## config.mk

```make
export PLATFORM = sky130hd
export DESIGN_NAME = humidity_temp_frame_check_convert_top
export DESIGN_NICKNAME = d
export VERILOG_FILES = /design/src/hw/rtl/htfc_pkg.sv /design/src/hw/rtl/htfc_crc_byte.sv /design/src/hw/rtl/humidity_temp_frame_check_convert_top.sv
export VERILOG_INCLUDE_DIRS = /design/src /design/src/hw/rtl
export SDC_FILE = /design/constraint.sdc
export NUM_CORES = 1
export LEC_CHECK = 0
export ABC_AREA = 1
export BUFFER_PORTS_ARGS = -buffer_cell sky130_fd_sc_hd__buf_2
export CORE_ASPECT_RATIO = 0.75
export CORE_MARGIN = 1.5
export CORE_UTILIZATION = 25
export CTS_BUF_LIST = sky130_fd_sc_hd__clkbuf_16
export CTS_CLUSTER_DIAMETER = 100
export DETAILED_ROUTE_END_ITERATION = 10
export GPL_ROUTABILITY_DRIVEN = 0
export PLACE_DENSITY_LB_ADDON = 0.1
export REMOVE_ABC_BUFFERS = 1
export SETUP_SLACK_MARGIN = 0.15
export SYNTH_ARGS = -nofsm -noshare
export SYNTH_HDL_FRONTEND = slang
export SYNTH_SLANG_ARGS = --single-unit
export TNS_END_PERCENT = 1
```

## constraint.sdc

```tcl
create_clock -name clk -period 4.3 [get_ports clk]
set_input_delay 0.43 -clock clk [delete_from_list [all_inputs] [get_ports clk]]
set_output_delay 0.43 -clock clk [all_outputs]
set_load 0.03 [all_outputs]
```

## src/hw/rtl/assert_macros.svh

```systemverilog
// assertion macros for the rtl
`ifndef ASSERT_MACROS_SVH
`define ASSERT_MACROS_SVH

// checked only while out of reset
`define ASSERT_CLK(label, prop, msg) \
  label: assert property (@(posedge clk) disable iff (rst) prop) else $error(msg);

// checked at every edge, reset included
`define ASSERT_ALWAYS(label, prop, msg) \
  label: assert property (@(posedge clk) prop) else $error(msg);

`endif

```

## src/hw/rtl/htfc_pkg.sv

```systemverilog
// constants shared by the frame check and conversion block
package htfc_pkg;

  localparam int unsigned CRC_W = 8;

  localparam logic [CRC_W-1:0] CRC_POLY = 8'h31;
  localparam logic [CRC_W-1:0] CRC_INIT = 8'hFF;
  localparam logic [CRC_W-1:0] CRC_TOP  = 8'h80;

  localparam logic [14:0] T_SPAN   = 15'd17500;
  localparam logic [15:0] T_OFFSET = 16'd4500;
  localparam logic [13:0] H_SPAN   = 14'd12500;
  localparam logic [13:0] H_OFFSET = 14'd600;
  localparam logic [13:0] H_MAX    = 14'd10000;
  localparam logic [16:0] RAW_FULL = 17'd65535;

endpackage

```

## src/hw/rtl/htfc_crc_byte.sv

```systemverilog
// one byte of crc-8 update, msb first
module htfc_crc_byte
  import htfc_pkg::*;
(
  input  logic [CRC_W-1:0] crc_in,
  input  logic [7:0]       data,
  output logic [CRC_W-1:0] crc_out
);

  always_comb begin
    logic [CRC_W-1:0] c;
    c = crc_in ^ data;
    for (int k = 0; k < 8; k++) begin
      if ((c & CRC_TOP) != '0) begin
        c = (c << 1) ^ CRC_POLY;
      end else begin
        c = c << 1;
      end
    end
    crc_out = c;
  end

endmodule

```

## src/hw/rtl/humidity_temp_frame_check_convert_top.sv

```systemverilog
// top level: frame crc check and conversion pipeline
// Three-stage pipeline that takes one frame per cycle while the output is not
// held back and gives one result per frame. Stage one does the crc over the high
// bytes and the two scaling multiplies, stage two the crc over the low bytes and
// the division by 65535 (adds and a compare), stage three the offsets,
// humidity clamp and zeroing of a failed frame. Back pressure on the output
// stalls stages only as far back as they are full; no frame is lost or repeated.
module humidity_temp_frame_check_convert_top
  import htfc_pkg::*;
(
  input  logic               clk,
  input  logic               rst,
  input  logic               in_valid,
  output logic               in_ready,
  input  logic [15:0]        temp_word,
  input  logic [7:0]         temp_check,
  input  logic [15:0]        hum_word,
  input  logic [7:0]         hum_check,
  output logic               out_valid,
  input  logic               out_ready,
  output logic               frame_ok,
  output logic signed [14:0] temp_centi,
  output logic [13:0]        hum_centi
);

`include "assert_macros.svh"

  typedef struct packed {
    logic [7:0]       t_low;
    logic [7:0]       h_low;
    logic [CRC_W-1:0] t_crc;
    logic [CRC_W-1:0] h_crc;
    logic [7:0]       t_check;
    logic [7:0]       h_check;
    logic [30:0]      t_prod;
    logic [29:0]      h_prod;
  } s1_t;

  typedef struct packed {
    logic        ok;
    logic [14:0] t_q;
    logic [13:0] h_q;
  } s2_t;

  logic v1, v2, v3;
  logic ld1, ld2, ld3;
  s1_t  s1, s1_next;
  s2_t  s2, s2_next;

  logic [CRC_W-1:0] t_crc_hi, h_crc_hi, t_crc_lo, h_crc_lo;
  logic [16:0]      t_sum, h_sum;
  logic signed [15:0] t_val;
  logic [13:0]        h_val;

  logic               frame_ok_next;
  logic signed [14:0] temp_centi_next;
  logic [13:0]        hum_centi_next;

  assign ld3      = !v3 || out_ready;
  assign ld2      = !v2 || ld3;
  assign ld1      = !v1 || ld2;
  assign in_ready = ld1;
  assign out_valid = v3;

  htfc_crc_byte u_t_hi (.crc_in(CRC_INIT), .data(temp_word[15:8]), .crc_out(t_crc_hi));
  htfc_crc_byte u_h_hi (.crc_in(CRC_INIT), .data(hum_word[15:8]),  .crc_out(h_crc_hi));
  htfc_crc_byte u_t_lo (.crc_in(s1.t_crc), .data(s1.t_low),        .crc_out(t_crc_lo));
  htfc_crc_byte u_h_lo (.crc_in(s1.h_crc), .data(s1.h_low),        .crc_out(h_crc_lo));

  // stage one: high byte crc and scaling products
  always_comb begin
    s1_next.t_low   = temp_word[7:0];
    s1_next.h_low   = hum_word[7:0];
    s1_next.t_crc   = t_crc_hi;
    s1_next.h_crc   = h_crc_hi;
    s1_next.t_check = temp_check;
    s1_next.h_check = hum_check;
    s1_next.t_prod  = 31'(T_SPAN) * 31'(temp_word);
    s1_next.h_prod  = 30'(H_SPAN) * 30'(hum_word);
  end

  // stage two: floor(p / 65535) = hi + ((hi + lo) >= 65535)
  always_comb begin
    t_sum = 17'(s1.t_prod[30:16]) + 17'(s1.t_prod[15:0]);
    h_sum = 17'(s1.h_prod[29:16]) + 17'(s1.h_prod[15:0]);
    s2_next.ok  = (t_crc_lo == s1.t_check) && (h_crc_lo == s1.h_check);
    s2_next.t_q = s1.t_prod[30:16] + 15'(t_sum >= RAW_FULL);
    s2_next.h_q = s1.h_prod[29:16] + 14'(h_sum >= RAW_FULL);
  end

  // stage three: offsets, clamp, zero on failure
  always_comb begin
    t_val = $signed({1'b0, s2.t_q}) - $signed(T_OFFSET);
    if (s2.h_q < H_OFFSET) begin
      h_val = '0;
    end else if (s2.h_q - H_OFFSET > H_MAX) begin
      h_val = H_MAX;
    end else begin
      h_val = s2.h_q - H_OFFSET;
    end
    frame_ok_next   = s2.ok;
    temp_centi_next = s2.ok ? t_val[14:0] : '0;
    hum_centi_next  = s2.ok ? h_val : '0;
  end

  always_ff @(posedge clk) begin
    if (rst) begin
      v1 <= 1'b0;
      v2 <= 1'b0;
      v3 <= 1'b0;
    end else begin
      if (ld1) v1 <= in_valid;
      if (ld2) v2 <= v1;
      if (ld3) v3 <= v2;
    end
  end

  always_ff @(posedge clk) begin
    if (ld1 && in_valid) s1 <= s1_next;
    if (ld2 && v1)       s2 <= s2_next;
    if (ld3 && v2) begin
      frame_ok   <= frame_ok_next;
      temp_centi <= temp_centi_next;
      hum_centi  <= hum_centi_next;
    end
  end

  `ASSERT_CLK(a_fail_zero, out_valid && !frame_ok |-> temp_centi == '0 && hum_centi == '0,
              "failed frame with nonzero values")
  `ASSERT_CLK(a_hum_clamp, out_valid |-> hum_centi <= H_MAX, "humidity above clamp")
  `ASSERT_CLK(a_s1_hold, v1 && !ld2 |=> v1 && $stable(s1), "stalled stage one changed")
  `ASSERT_ALWAYS(a_rst_empty, rst |=> !v1 && !v2 && !v3, "pipeline not empty after reset")

endmodule

```

==> flow_metrics.py <==
metrics = {
    "cells_and_area": {
        "diodes": 0,
        "final_common_cell": "inv_1",
        "drive_gt1_frac": 0.1681,
        "nets": 2374,
        "final_cell_count_no_fill": 2821,
        "mostFrequentLayoutCells": "inv_1 (366), nand2_1 (335), ha_1 (233), edfxtp_1 (162), buf_4 (149)",
        "syn_to_final_growth_pct": 21.31,
    },
    "routing": {
        "dr.pass1.iters": 7,
        "drtIter0Drc": 448,
        "drt-vias-per-instance": 4.087,
        "finalWirelength_um": 39030,
        "via_count": 11530,
        "drc": 0,
        "wl_per_cell_um": 13.84,
        "antenna_left": 0,
    },
    "flow_run": {
        "cap_violations": 0,
    },
    "sta": {
        "fin_setup_tns_ns": 0,
        "fin_skew_ns": 0.006581,
        "post-route-min-period_ns": 4.109,
        "maxSlewViolCount": 0,
        "setup_viol": 0,
        "hold_slack_ns": 0.1472,
        "rsz0062_at_grt": "true",
        "relSlewSlack": 0.2731,
        "hold_viol": 0,
        "fmax_ghz": 0.2434,
        "fin_crit_sh": 0.9555,
        "worst_pin_slew_ns": 1.089,
    },
    "critical_path": {
        "criticalPathCategory": "in -> reg",
        "startpoint": "hum_word[7]",
        "cp-end-kind": "flop",
        "r2r-start": "s1[18]",
        "worstPathRequired_ns": 4.51,
        "cp_max_fo": 4,
        "cp-start-kind": "input pin",
        "cp_data_arrival_time_ns": 4.31,
    },
    "power_and_ir_drop": {
        "p_sw_mw": 5.304,
        "combPwrFrac": 0.638,
        "cellPowerDensity_nw_per_um2": 623.3,
        "seq_power_share": 0.226,
        "p_leak_nw": 9.586,
        "switching_share": 0.4473,
        "p_int_mw": 6.553,
        "p_clk_frac": 0.135,
        "ir_drop_uv": 314.7,
    },
    "clock_tree": {
        "tritoncts": "done",
        "cts_made_buffers": 17,
        "htree_levels": 4,
        "cts_root_buffer": "clkbuf_16",
        "numClockSinks": 165,
        "clockBufferDepth": 2,
        "clkSlewWorstSetupHoldPaths_ns": 0.07,
        "clock_latency_ns": 0.46,
    },
    "die": {
        "ios": 84,
        "fp.dieW_um": 292.2,
        "num_rows": 79,
        "dieHeight_um": 219.9,
        "die-area_um2": 64250,
        "start_util": 0.2530,
        "core_um2": 61980,
    },
    "logic_synthesis": {
        "synth_area_leaders": "edfxtp_1 (31%), ha_1 (19%), fa_1 (11%)",
        "synth_edf_count": 162,
        "yosysWarnings": 0,
        "netlist_area_um2": 15680,
        "synthDominantCellAreaShare": 0.3102,
        "ys_ff_latch": 165,
        "yosysSeqAreaShare": 0.3141,
        "postSynth.asyncResetShare": 0,
        "ys_types": 48,
        "synthCells": 1746,
        "synth_top_area_cell": "edfxtp_1",
        "syn_avg_cell_area_um2": 8.981,
        "ys.flop_type": "edfxtp_1",
    },
    "place": {
        "io_buffers": 83,
        "dp_hpwl_um": 33510,
        "placed_cells": 2788,
    },
    "global_route": {
        "grt_overflow_total": 0,
        "track_usage": 0.1256,
        "grt_pass1_wl_um": 62670,
        "grt_max_degree": 53,
        "grt_pass1_vias": 11510,
        "antenna_found_initial": 1,
    },
    "hold_path": {
        "min_path_type": "in -> reg",
        "min_from": "hum_check[7]",
    },
    "outcome": {
        "status": "complete, no violations",
    },
}
[per-stage QoR]
step                      setup slack (ns)  power [mW]  utilization  cell area (µm²)
after global placement             -0.5507       10.19       0.2947            18260
final                               0.1913       11.86       0.3069            19020
after floorplan                     0.1436       7.250            -            15680
after CTS                          0.07858       11.83       0.3046            18880
after detailed placement           -0.5345       10.12       0.2947            18260
after global routing               0.09059       13.10       0.3069            19020
[worst max-delay path, cell delays in order]
cell,delay (ns)
buf_2,0.14
ha_1,0.34
ha_4,0.30
inv_1,0.06
fa_1,0.53
inv_1,0.05
fa_1,0.53
inv_1,0.05
fa_1,0.42
inv_1,0.07
ha_1,0.27
a21oi_1,0.35
o21ai_0,0.20
a211oi_1,0.30
nand3_1,0.13
xor2_1,0.15
[sequential cells by signal, indices dropped and copies added (netlist names)]
register / flops
hum_centi: 14
frame_ok_next: 1
out_valid: 1
v2: 1
frame_ok: 1
s1: 102
v1: 1
s2: 29
temp_centi: 15
[logic make-up after synthesis]
group / Yosys count / share of synthesized area
buffers and inverters: 371 / 0.08881
AND/OR/NAND/NOR: 577 / 0.1594
AO/OA/AOI/OAI: 179 / 0.06535
adder cells (fa/ha/maj): 324 / 0.2992
flip-flops: 165 / 0.3141
XOR/XNOR: 130 / 0.07309
[power groups by stage]
stage	clock network, mW	logic (mW)	registers, mW
global placement	0	7.47	2.73
floorplan	0	4.66	2.59
CTS	1.67	7.47	2.69
detailed placement	0	7.39	2.73
finish	1.61	7.57	2.68
global route	1.72	8.65	2.73
[worst paths after layout]
path | slack, ns | endpoint | cells past startpoint
worst max-delay path | 0.19 | s1[26] | 16
worst min-delay path | 0.15 | s1[68] | 1
worst max register to register | 0.54 | s2[12] | 24
worst min register to register | 0.50 | out_valid | 2
[per-layer routing]
metal	vias up	global-route usage	share of wire
li1	6167	-	-
met1	5213	0.1972	0.58
met2	127	0.1768	0.38
met3	20	0.02027	0.026
met4	2	0.02517	0.0077
met5	-	0	0.00033
[cell usage after synthesis (all sizes together), types with 3 or more instances]
cell	count
a21o	11
a21oi	92
a31oi	5
dfxtp	3
edfxtp	162
fa	85
ha	239
inv	370
nand2	348
nand3	67
nand3b	11
nand4	22
nor2	98
nor3	16
nor4	6
o21a	3
o21ai	50
o21bai	8
or2	5
xnor2	47
xor2	83
[final cells by class]
type | count | area (µm²)
clock inverter | 15 | 170.2
multi-input combinational | 1210 | 9523
clock buffer | 17 | 425.4
tap | 810 | 1013
timing repair buffer | 234 | 1574
sequential | 165 | 4925
fill | 6507 | 42950
inverter | 370 | 1391
[timing repair]
item                                   CTS  global route
gates resized for setup                  3            28
endpoints found under the hold margin    0             0
setup buffers                            0             1
setup endpoints to repair                3            19
hold buffers                             0             0
pin swaps                                0             1
(Power assumes the default switching activity.)
